$ cat config.mk
export PLATFORM = sky130hd
export DESIGN_NAME = length_prefixed_frame_parser_flat
export DESIGN_NICKNAME = d
export VERILOG_FILES = /design/src/rtl/lpfp_pkg.sv /design/src/rtl/lpfp_if.sv /design/src/rtl/length_prefixed_frame_parser.sv /design/src/flat_wrapper.sv
export SDC_FILE = /design/constraint.sdc
export NUM_CORES = 1
export LEC_CHECK = 0
export BUFFER_PORTS_ARGS = -buffer_cell sky130_fd_sc_hd__buf_2
export CAP_MARGIN = 0
export CORE_ASPECT_RATIO = 1.75
export CORE_MARGIN = 2
export CORE_UTILIZATION = 55
export DETAILED_ROUTE_END_ITERATION = 16
export PLACE_DENSITY = 0.82
export SYNTH_ARGS = -nofsm -noshare
export SYNTH_HDL_FRONTEND = slang
export SYNTH_SLANG_ARGS = --single-unit
$ cat constraint.sdc
create_clock -name clk -period 4 [get_ports clk]
set_input_delay 0.2 -clock clk [delete_from_list [all_inputs] [get_ports clk]]
set_output_delay 0.2 -clock clk [all_outputs]
set_load 0.02 [all_outputs]
$ cat src/rtl/lpfp_pkg.sv
// Shared types, constants and helper functions of the length-prefixed frame parser.
package lpfp_pkg;

  localparam int unsigned CfgIndexW = 2;
  localparam int unsigned CfgDataW  = 32;

  localparam logic [CfgIndexW-1:0] CFG_RESPONSE_CODE = 2'd0;
  localparam logic [CfgIndexW-1:0] CFG_ERROR_CODE    = 2'd1;
  localparam logic [CfgIndexW-1:0] CFG_MESSAGE_CODE  = 2'd2;

  localparam logic [3:0] BEAT_LEN     = 4'd11;
  localparam logic [3:0] BEAT_LAST    = 4'd10;
  localparam logic [7:0] HEADER_BYTES = 8'd4;

  typedef enum logic [1:0] {
    PH_SIZE    = 2'd0,
    PH_TYPE    = 2'd1,
    PH_PAYLOAD = 2'd2
  } phase_t;

  typedef enum logic [1:0] {
    KIND_RESPONSE = 2'd0,
    KIND_ERROR    = 2'd1,
    KIND_MESSAGE  = 2'd2,
    KIND_UNKNOWN  = 2'd3
  } kind_t;

  typedef struct packed {
    kind_t      frame_kind;
    logic [7:0] payload_byte;
    logic       byte_valid;
    logic       frame_last;
    logic       heartbeat;
    logic       size_error;
  } result_t;

  // response beats error beats message when codes overlap
  function automatic kind_t kind_of(input logic [31:0] t, input logic [31:0] rc,
                                    input logic [31:0] ec, input logic [31:0] mc);
    kind_t k;
    if (t == rc) begin
      k = KIND_RESPONSE;
    end else if (t == ec) begin
      k = KIND_ERROR;
    end else if (t == mc) begin
      k = KIND_MESSAGE;
    end else begin
      k = KIND_UNKNOWN;
    end
    return k;
  endfunction

  // "_heartbeat_"
  function automatic logic [7:0] beat_char(input logic [3:0] pos);
    logic [7:0] c;
    case (pos)
      4'd0:    c = 8'h5f;
      4'd1:    c = 8'h68;
      4'd2:    c = 8'h65;
      4'd3:    c = 8'h61;
      4'd4:    c = 8'h72;
      4'd5:    c = 8'h74;
      4'd6:    c = 8'h62;
      4'd7:    c = 8'h65;
      4'd8:    c = 8'h61;
      4'd9:    c = 8'h74;
      4'd10:   c = 8'h5f;
      default: c = 8'h00;
    endcase
    return c;
  endfunction

endpackage

$ cat src/rtl/lpfp_if.sv
// Valid/ready channel interfaces for the frame parser's byte input and result output.
interface lpfp_in_if;
  logic       valid;
  logic       ready;
  logic [7:0] data_byte;

  modport source (output valid, output data_byte, input ready);
  modport sink   (input valid, input data_byte, output ready);
endinterface

interface lpfp_out_if;
  logic       valid;
  logic       ready;
  logic [1:0] frame_kind;
  logic [7:0] payload_byte;
  logic       byte_valid;
  logic       frame_last;
  logic       heartbeat;
  logic       size_error;

  modport source (output valid, output frame_kind, output payload_byte,
                  output byte_valid, output frame_last, output heartbeat,
                  output size_error, input ready);
  modport sink   (input valid, input frame_kind, input payload_byte,
                  input byte_valid, input frame_last, input heartbeat,
                  input size_error, output ready);
endinterface

$ cat src/rtl/length_prefixed_frame_parser.sv
// Top level of the length-prefixed frame parser: header decode and payload pass-through.
//
// in_chan carries one stream byte per transfer. Each frame is a 4-byte big-endian
// size, a 4-byte big-endian type word and size-4 payload bytes. out_chan gives one
// result per payload byte, tagged with the frame kind from the three type codes
// written on the cfg_ port (index 0 response, 1 error, 2 message). A frame with an
// empty payload gives one result with byte_valid low; a size below 4 gives one
// result with size_error set and the frame is dropped. Header bytes give no result.
// Throughput: one byte per cycle while out_chan does not stall. A byte lands in
// the input register at its transfer and moves on to the output register once that
// register is free or being read, and its result is offered on out_chan from there.
// The output register and the input register form a two-entry buffer: when the
// receiver stalls, one more byte is taken, then in_chan.ready drops until
// out_chan moves.
// Synchronous reset (rst_n low) empties both registers, returns the parser to
// reading a frame size and loads the type codes with 0, 1 and 2.
module length_prefixed_frame_parser (
  input  logic                                 clk,
  input  logic                                 rst_n,
  lpfp_in_if.sink                              in_chan,
  lpfp_out_if.source                           out_chan,
  input  logic                                 cfg_wr_en,
  input  logic [lpfp_pkg::CfgIndexW-1:0]       cfg_index,
  input  logic [lpfp_pkg::CfgDataW-1:0]        cfg_wr_data
);

  logic [31:0] resp_code_r, err_code_r, msg_code_r;

  logic              in_valid_r;
  logic [7:0]        in_byte_r;
  logic              out_valid_r;
  lpfp_pkg::result_t res_r;

  lpfp_pkg::phase_t phase_r, phase_nxt;
  logic [1:0]       hdr_cnt_r, hdr_cnt_nxt;
  logic [31:0]      rem_r, rem_nxt;
  logic [23:0]      type_r, type_nxt;
  lpfp_pkg::kind_t  kind_r, kind_nxt;
  logic             beat_match_r, beat_match_nxt;
  logic [3:0]       beat_pos_r, beat_pos_nxt;

  logic              stage_go;
  logic              res_fire;
  lpfp_pkg::result_t res_nxt;
  logic [1:0]        hdr_base;
  logic              hdr_full;
  logic [31:0]       size_word;
  logic [31:0]       type_word;
  lpfp_pkg::kind_t   type_kind;
  logic              char_ok;
  logic              pay_last;

  assign stage_go      = in_valid_r && (!out_valid_r || out_chan.ready);
  assign in_chan.ready = !in_valid_r || stage_go;

  always_ff @(posedge clk) begin
    if (!rst_n) begin
      resp_code_r <= 32'd0;
      err_code_r  <= 32'd1;
      msg_code_r  <= 32'd2;
    end else if (cfg_wr_en) begin
      case (cfg_index)
        lpfp_pkg::CFG_RESPONSE_CODE: resp_code_r <= cfg_wr_data;
        lpfp_pkg::CFG_ERROR_CODE:    err_code_r  <= cfg_wr_data;
        lpfp_pkg::CFG_MESSAGE_CODE:  msg_code_r  <= cfg_wr_data;
        default: ;
      endcase
    end
  end

  always_ff @(posedge clk) begin
    if (!rst_n) begin
      in_valid_r <= 1'b0;
    end else if (in_chan.valid && in_chan.ready) begin
      in_valid_r <= 1'b1;
    end else if (stage_go) begin
      in_valid_r <= 1'b0;
    end
  end

  always_ff @(posedge clk) begin
    if (in_chan.valid && in_chan.ready) begin
      in_byte_r <= in_chan.data_byte;
    end
  end

  assign hdr_base  = (phase_r == lpfp_pkg::PH_SIZE || phase_r == lpfp_pkg::PH_TYPE) ?
                     hdr_cnt_r : 2'd0;
  assign hdr_full  = (hdr_base == 2'd3);
  assign size_word = {rem_r[23:0], in_byte_r};
  assign type_word = {type_r, in_byte_r};
  assign type_kind = lpfp_pkg::kind_of(type_word, resp_code_r, err_code_r, msg_code_r);
  assign char_ok   = beat_match_r && (beat_pos_r < lpfp_pkg::BEAT_LEN) &&
                     (lpfp_pkg::beat_char(beat_pos_r) == in_byte_r);
  assign pay_last  = (rem_r == 32'd1);

  // next phase
  always_comb begin
    phase_nxt = phase_r;
    case (phase_r)
      lpfp_pkg::PH_TYPE: begin
        if (hdr_full) begin
          phase_nxt = (rem_r == 32'd0) ? lpfp_pkg::PH_SIZE : lpfp_pkg::PH_PAYLOAD;
        end
      end
      lpfp_pkg::PH_PAYLOAD: begin
        if (pay_last) begin
          phase_nxt = lpfp_pkg::PH_SIZE;
        end
      end
      default: begin
        phase_nxt = (hdr_full && size_word[31:2] != 30'd0) ?
                    lpfp_pkg::PH_TYPE : lpfp_pkg::PH_SIZE;
      end
    endcase
  end

  // datapath and result
  always_comb begin
    hdr_cnt_nxt    = hdr_base + 2'd1;
    rem_nxt        = rem_r;
    type_nxt       = type_r;
    kind_nxt       = kind_r;
    beat_match_nxt = beat_match_r;
    beat_pos_nxt   = beat_pos_r;
    res_fire       = 1'b0;
    res_nxt        = '0;
    case (phase_r)
      lpfp_pkg::PH_TYPE: begin
        type_nxt = type_word[23:0];
        if (hdr_full) begin
          kind_nxt = type_kind;
          if (rem_r == 32'd0) begin
            res_fire           = 1'b1;
            res_nxt.frame_kind = type_kind;
            res_nxt.frame_last = 1'b1;
          end else begin
            beat_match_nxt = 1'b1;
            beat_pos_nxt   = 4'd0;
          end
        end
      end
      lpfp_pkg::PH_PAYLOAD: begin
        hdr_cnt_nxt = 2'd0;
        if (char_ok) begin
          beat_pos_nxt = beat_pos_r + 4'd1;
        end else begin
          beat_match_nxt = 1'b0;
        end
        rem_nxt              = rem_r - 32'd1;
        res_fire             = 1'b1;
        res_nxt.frame_kind   = kind_r;
        res_nxt.payload_byte = in_byte_r;
        res_nxt.byte_valid   = 1'b1;
        res_nxt.frame_last   = pay_last;
        res_nxt.heartbeat    = pay_last && char_ok && (beat_pos_r == lpfp_pkg::BEAT_LAST) &&
                               (kind_r == lpfp_pkg::KIND_RESPONSE ||
                                kind_r == lpfp_pkg::KIND_ERROR);
      end
      default: begin
        rem_nxt = size_word;
        if (hdr_full) begin
          if (size_word[31:2] == 30'd0) begin
            rem_nxt            = 32'd0;
            res_fire           = 1'b1;
            res_nxt.frame_last = 1'b1;
            res_nxt.size_error = 1'b1;
          end else begin
            rem_nxt  = size_word - {24'd0, lpfp_pkg::HEADER_BYTES};
            type_nxt = 24'd0;
          end
        end
      end
    endcase
  end

  always_ff @(posedge clk) begin
    if (!rst_n) begin
      phase_r      <= lpfp_pkg::PH_SIZE;
      hdr_cnt_r    <= 2'd0;
      rem_r        <= 32'd0;
      type_r       <= 24'd0;
      kind_r       <= lpfp_pkg::KIND_RESPONSE;
      beat_match_r <= 1'b1;
      beat_pos_r   <= 4'd0;
    end else if (stage_go) begin
      phase_r      <= phase_nxt;
      hdr_cnt_r    <= hdr_cnt_nxt;
      rem_r        <= rem_nxt;
      type_r       <= type_nxt;
      kind_r       <= kind_nxt;
      beat_match_r <= beat_match_nxt;
      beat_pos_r   <= beat_pos_nxt;
    end
  end

  always_ff @(posedge clk) begin
    if (!rst_n) begin
      out_valid_r <= 1'b0;
    end else if (stage_go) begin
      out_valid_r <= res_fire;
    end else if (out_chan.ready) begin
      out_valid_r <= 1'b0;
    end
  end

  always_ff @(posedge clk) begin
    if (stage_go && res_fire) begin
      res_r <= res_nxt;
    end
  end

  assign out_chan.valid        = out_valid_r;
  assign out_chan.frame_kind   = res_r.frame_kind;
  assign out_chan.payload_byte = res_r.payload_byte;
  assign out_chan.byte_valid   = res_r.byte_valid;
  assign out_chan.frame_last   = res_r.frame_last;
  assign out_chan.heartbeat    = res_r.heartbeat;
  assign out_chan.size_error   = res_r.size_error;

`ifndef SYNTHESIS
  a_payload_count_live: assert property (@(posedge clk) disable iff (!rst_n)
    phase_r == lpfp_pkg::PH_PAYLOAD |-> rem_r != 32'd0)
    else $error("payload phase with no bytes left");

  a_result_lands: assert property (@(posedge clk) disable iff (!rst_n)
    stage_go && res_fire |=> out_valid_r)
    else $error("result lost between stage and output register");

  a_size_error_shape: assert property (@(posedge clk) disable iff (!rst_n)
    out_valid_r && res_r.size_error |-> res_r.frame_last && !res_r.byte_valid)
    else $error("size error result malformed");

  a_heartbeat_shape: assert property (@(posedge clk) disable iff (!rst_n)
    out_valid_r && res_r.heartbeat |-> res_r.frame_last && res_r.byte_valid &&
      (res_r.frame_kind == lpfp_pkg::KIND_RESPONSE ||
       res_r.frame_kind == lpfp_pkg::KIND_ERROR))
    else $error("heartbeat on wrong result");

  a_header_end_phase: assert property (@(posedge clk) disable iff (!rst_n)
    stage_go && phase_r == lpfp_pkg::PH_TYPE && !hdr_full |=> phase_r == lpfp_pkg::PH_TYPE)
    else $error("type header left early");
`endif

endmodule

$ cat src/flat_wrapper.sv
// flat-port wrapper written by rule: the top's interface ports become plain ports
module length_prefixed_frame_parser_flat 
  (clk, rst_n, cfg_wr_en, cfg_index, cfg_wr_data, in_chan_valid, in_chan_data_byte, in_chan_ready, out_chan_valid, out_chan_frame_kind, out_chan_payload_byte, out_chan_byte_valid, out_chan_frame_last, out_chan_heartbeat, out_chan_size_error, out_chan_ready);
  lpfp_in_if in_chan_i ();
  lpfp_out_if out_chan_i ();
  input  logic clk;
  input  logic rst_n;
  input  logic cfg_wr_en;
  input  logic [lpfp_pkg::CfgIndexW-1:0] cfg_index;
  input  logic [lpfp_pkg::CfgDataW-1:0] cfg_wr_data;
  input wire logic [$bits(in_chan_i.valid)-1:0] in_chan_valid;
  input wire logic [$bits(in_chan_i.data_byte)-1:0] in_chan_data_byte;
  output wire logic [$bits(in_chan_i.ready)-1:0] in_chan_ready;
  output wire logic [$bits(out_chan_i.valid)-1:0] out_chan_valid;
  output wire logic [$bits(out_chan_i.frame_kind)-1:0] out_chan_frame_kind;
  output wire logic [$bits(out_chan_i.payload_byte)-1:0] out_chan_payload_byte;
  output wire logic [$bits(out_chan_i.byte_valid)-1:0] out_chan_byte_valid;
  output wire logic [$bits(out_chan_i.frame_last)-1:0] out_chan_frame_last;
  output wire logic [$bits(out_chan_i.heartbeat)-1:0] out_chan_heartbeat;
  output wire logic [$bits(out_chan_i.size_error)-1:0] out_chan_size_error;
  input wire logic [$bits(out_chan_i.ready)-1:0] out_chan_ready;
  assign in_chan_i.valid = in_chan_valid;
  assign in_chan_i.data_byte = in_chan_data_byte;
  assign in_chan_ready = in_chan_i.ready;
  assign out_chan_valid = out_chan_i.valid;
  assign out_chan_frame_kind = out_chan_i.frame_kind;
  assign out_chan_payload_byte = out_chan_i.payload_byte;
  assign out_chan_byte_valid = out_chan_i.byte_valid;
  assign out_chan_frame_last = out_chan_i.frame_last;
  assign out_chan_heartbeat = out_chan_i.heartbeat;
  assign out_chan_size_error = out_chan_i.size_error;
  assign out_chan_i.ready = out_chan_ready;
  length_prefixed_frame_parser u_core (.clk(clk), .rst_n(rst_n), .in_chan(in_chan_i), .out_chan(out_chan_i), .cfg_wr_en(cfg_wr_en), .cfg_index(cfg_index), .cfg_wr_data(cfg_wr_data));
endmodule
# Yosys cells after proc, flatten, opt, wreduce, memory -nomap -nowiden
# Memories as Yosys holds them, arrays and structs flattened. A register that Yosys moved wholly into a read port is not among the register bits.
# Cells that the tools add are included.
# totals
mem_count,1
in_bits,47
romBits,112
out_inout_bits,16
ff_bits,187
wordCells,120
# mem_list
memory,words,word_bits,rd,rd_ports_with_merged_regs,wr,line,source
(no name shown),16,7,1,1,0,lpfp_pkg.sv:56,case (pos)
# op_classes
n_reduce_logical,35
n_lt_le_gt_ge,1
eq_ne,18
addsub,4
bitwise,2
muxes,40
# ops
op,n
32-bit equality test,3
32-bit 2-to-1 mux,2
32-bit case mux with 2 select lines,1
24-bit 2-to-1 mux,2
24-bit case mux with 2 select lines,1
"32-bit by 1-bit equality test with 1-bit output, second input constant",1
32-bit zero test,1
"32-bit by 1-bit subtractor with 32-bit output, second input constant",1
"32-bit by 3-bit subtractor with 32-bit output, second input constant",1
30-bit zero test,1
30-bit nonzero test,1
4-bit 2-to-1 mux,5
2-bit 2-to-1 mux,9
1-bit 2-to-1 mux,14
5-bit AND reduction,2
1-bit logical AND,9
8-bit equality test,1
"2-bit by 1-bit inequality test with 1-bit output, second input constant",4
2-bit case mux with 2 select lines,2
4-bit case mux with 2 select lines,1
2-bit AND reduction,4
2-bit nonzero test,4
"2-bit by 1-bit equality test with 1-bit output, second input constant",3
"2-bit equality test, second input constant",3
13 further kinds,24

# Longest topological paths before layout
# logic_depth
word_depth,8
depth_mapped,15
mapped_depth_nobuf,14

# Worst setup path before layout
# Ideal clock, no wire load.
# synth_timing
path_kind,register -> register
from,reg u_core.rem_r[12]
to,"reg u_core.res_r, in the netlist u_core.out_chan.byte_valid, enable pin"
n_path_buf,2
t_required_ps,3595
setup_time_ps,405
stages_incl_launch_ff,9
t_arrival_ps,3307
synth_period_minus_slack_ps,3712
slack_ps,288
path_cell_list,dfxtp_1 -> buf_6 -> or4_4 -> or4_1 -> buf_2 -> nor4_2 -> nor2b_1 -> nor2_1 -> nor3_1
# synth_via
elab_chain_cells,5
elab_cells_between_ends,8
cone_classes,mux: 5; reduce/logical: 3
# synth_lines
item,line,source
"start, declared",length_prefixed_frame_parser.sv:36,"logic [31:0] rem_r, rem_nxt;"
"start signal, assigned",length_prefixed_frame_parser.sv:189,rem_r <= rem_nxt;
32-bit zero test / 30-bit zero test (equally long branches),"length_prefixed_frame_parser.sv:133, length_prefixed_frame_parser.sv:163",
1-bit 2-to-1 mux (on tied branches),"length_prefixed_frame_parser.sv:133, length_prefixed_frame_parser.sv:163",
1-bit 2-to-1 mux (on tied branches),"length_prefixed_frame_parser.sv:131, length_prefixed_frame_parser.sv:162",
1-bit case mux with 2 select lines (*),length_prefixed_frame_parser.sv:128,case (phase_r)
1-bit logical AND (*),length_prefixed_frame_parser.sv:208,if (stage_go && res_fire) begin
"end signal, assigned",length_prefixed_frame_parser.sv:209,res_r <= res_nxt;
"end, declared",length_prefixed_frame_parser.sv:32,lpfp_pkg::result_t res_r;
# Mark *: on every way between the ends. The rest lies on a longest branch, timed or not.
# A chain may end at the register's enable or synchronous reset.

==> impl_metrics.yaml <==
global_routing:
  grt_pass1_wl_um: 44900
  antenna_found_initial: 0
  grt_overflow: 0
  track_usage: 0.294
  first_global_vias: 8690
  grt_max_degree: 96
synth:
  synth-simple-area-share: 0.232
  yosysSeqAreaShare: 0.402
  async_flop_share: 0
  yosysWarnings: 0
  syn_inst: 1204
  synth.mux.area_fraction: 0.00699
  synthesis.area_um2: 10200
  synth_area_leader_cell: "dfxtp_1"
  synth_xor_xnor_area_share: 0.113
  synth_top_family_by_area: "simple AND/OR/NAND/NOR gates"
  synthTopCellsByArea: "dfxtp_1 (34%), nand2_1 (8.8%), xnor2_1 (8.1%), a21boi_0 (7.3%), edfxtp_1 (6.5%)"
  syn_nets: 1265
  synth_ff_type: "dfxtp_1"
  ys_ff_latch: 194
  synth.avg_cell_area_um2: 8.47
  synth_top_area_frac: 0.338
  synth_enable_flop_cells: 22
  synthAdderAreaFrac: 0.0172
  ys_types: 66
  synth_compound_gate_area_share: 0.183
sta:
  rsz0062_at_grt: "no"
  drv_slew: 0
  min_period_ns: 3.72
  finalCritPeriodShare: 0.930
  tns_ns: 0
  worst_pin_slew_ns: 0.898
  max_clock_freq_mhz: 269
  hold_violations: 0
  setup_slack_ns: 0.282
  maxSlewHeadroom: 0.401
  finalSetupViolCount: 0
  finClkSkew_ns: 0.0105
clock_network:
  htree_levels: 4
  root_buffer: "clkbuf_16"
  ctsLongestPathBuffers: 2
  cts_sinks: 194
  clk_pin_slew_ns: 0.07
  cts_inserted_buffers: 17
  clk-insertion-delay-late_ns: 0.45
  cts-resized-gates: 0
  cts_tree: "built"
critical_path:
  critPathCaptureType: "flip-flop"
  reg2reg_depth: 11
  crit_arrival_ns: 4.04
  path_cells: "or4_4 -> or4_1 -> nor4_4 -> nor3_2 -> mux2i_1 -> nor2b_1 -> inv_1 -> ha_1 -> or2_2 -> mux2i_1 -> o22ai_1"
  cp.required_ns: 4.33
  critPathMostFrequentCell: "mux2i_1"
  slowest_delay_ns: 0.61
  r2r_slack_ns: 0.28
  slowest_stage: "or4_4"
  critPathMaxFanout: 10
  critPathKind: "reg -> reg"
  critical_path.startpoint_type: "flip-flop"
min_path:
  hold_class: "in -> reg"
  holdPathStages: 3
power:
  peakVddDrop_uv: 345
  total_power_uw: 4170
  power.density_nw_per_um2: 369
  leakage_uw: 0.00404
floorplan:
  die_area_um2: 19700
  core_um2: 18100
  initial_core_util: 0.562
  fp.dieH_um: 184
  rows: 65
  die_w_um: 107
  ios: 63
drt:
  first_pass_iters: 5
  drc: 0
  wl_um: 28000
  ant_nets: 0
  avgViaCountPerCell: 6.03
  drtIter0Drc: 508
  vias: 8851
  wl_per_cell_um: 19.0
cells_and_area:
  fill_cells: 1522
  syn2layout_area_growth_pct: 10.8
  num_antenna_cells: 0
  layout-drive-gt1-share: 0.117
  stdcell_area_um2: 11300
  final_core_util: 0.623
  fin_nets: 1283
place:
  dp_hpwl_um: 19400
  preCtsSetupSlack_ns: 0.346
  placed_cell_area_um2: 10700
  gp_congestion: 0.979
  io_buffers: 62
run:
  drv_cap: 0
status:
  status: "finished clean"
==> path summary, 6_finish.rpt <==
| check | start | endpoint |
|---|---|---|
| max | u_core.rem_r[12] | flip-flop |
| min | cfg_wr_data[0] | u_core.err_code_r[0] |
| max reg2reg | u_core.rem_r[12] | flip-flop |
| min reg2reg | u_core.resp_code_r[19] | u_core.resp_code_r[19] |
==> where the power goes <==
group	leakage (uW)	total [uW]	internal (uW)	switching [uW]
clock network	0.000279	1630	876	756
registers	0.00164	2060	2010	46.4
logic	0.00212	477	189	288
==> layout by cell type, fill, tap and decap left out, types with 7 or more instances in the layout <==
master and count:
nand3_1 12, o31a_1 7, xor2_1 37, o21ai_0 20
nor3_1 20, nor2b_1 47, or4_1 10, o22ai_1 14
a22oi_1 37, o21ai_1 8, or3_1 11, o21a_1 11
ha_1 13, clkbuf_16 17, nor2_1 39, buf_2 61
nand4_1 22, nor4_1 27, and2_1 14, inv_1 20
xnor2_1 94, nand2_1 238, a21oi_1 23, dfxtp_1 172
buf_4 27, a21boi_0 99, o32ai_1 8, dlygate4sd3_1 9
edfxtp_1 22
==> metal layers <==
metal,up-vias,GRT usage,share of wire
met2,363,0.525,0.52
met1,4188,0.306,0.35
met5,-,0,0
li1,4179,-,-
met4,0,0.218,0.075
met3,121,0.0456,0.056
==> per-stage QoR <==
stage | instances | hold WS, ns
floorplan | 1204 | 0.299
global placement | 1428 | 0.378
detailed placement | 1428 | 0.378
CTS | 1469 | 0.00472
global route | 1469 | 0.0238
finish | 1469 | 0.0199
==> cells in the mapped netlist (4+ instances only) <==
master	instances
nand3_1	12
ha_1	14
nand2b_1	4
mux2i_1	6
o21ai_0	20
a21oi_1	23
nor2b_1	47
clkbuf_1	92
nor4_1	27
a22oi_1	37
a21boi_0	99
dfxtp_1	172
or2_2	4
o22ai_1	14
inv_1	20
nor3b_1	4
or4_1	10
or3_1	11
o21ai_1	8
xor2_1	37
nand4_1	22
nor3_1	21
edfxtp_1	22
nand2_1	238
o32ai_1	8
o21a_1	11
a21boi_1	5
nor2_1	40
o31a_1	7
xnor2_1	94
and2_1	14
==> cell type report <==
type	count	area (um^2)	area share
clock buffers	20	447	0.0395
clock inverters	12	105	0.00930
inverters	22	82.6	0.00731
multi-input cells	889	5650	0.500
flip-flops and latches	194	4100	0.363
well taps	234	293	0.0259
repair buffers	98	618	0.0547
==> sequential cells by signal, indices dropped and copies added, names as in the netlist, 2 cells and up, named ones only <==
signal	count
u_core.msg_code_r	32
u_core.out_chan.frame_kind	2
u_core.type_r	24
u_core.out_chan.payload_byte	8
u_core.resp_code_r	32
u_core.beat_pos_r	4
u_core.in_byte_r	8
u_core.err_code_r	32
u_core.kind_r	2
u_core.rem_r	32
u_core.phase_r	2
u_core.hdr_cnt_r	2
==> critical path: cells and delay by family (launching register included) <==
kind,cells,cell delay [ns]
multiplexers,2,0.33
AO/OA/AOI/OAI,1,0.10
buffers and inverters,1,0.12
flip-flops,1,0.40
adder cells (fa/ha/maj),1,0.24
AND/OR/NAND/NOR,6,2.41
==> kinds of logic (layout without fill, tap and decap cells) <==
logic type	after synthesis	in the layout
mux	7	7
fa+ha+maj	14	14
flops	194	194
xor+xnor	131	131
simple gates	479	479
buf+inv	121	152
compound gates	258	258
==> repair_timing <==
item,CTS,global route
setup buffers,0,0
endpoints found under the hold margin,9,0
hold buffers,9,0
Power figures use the tool's default switching activity.
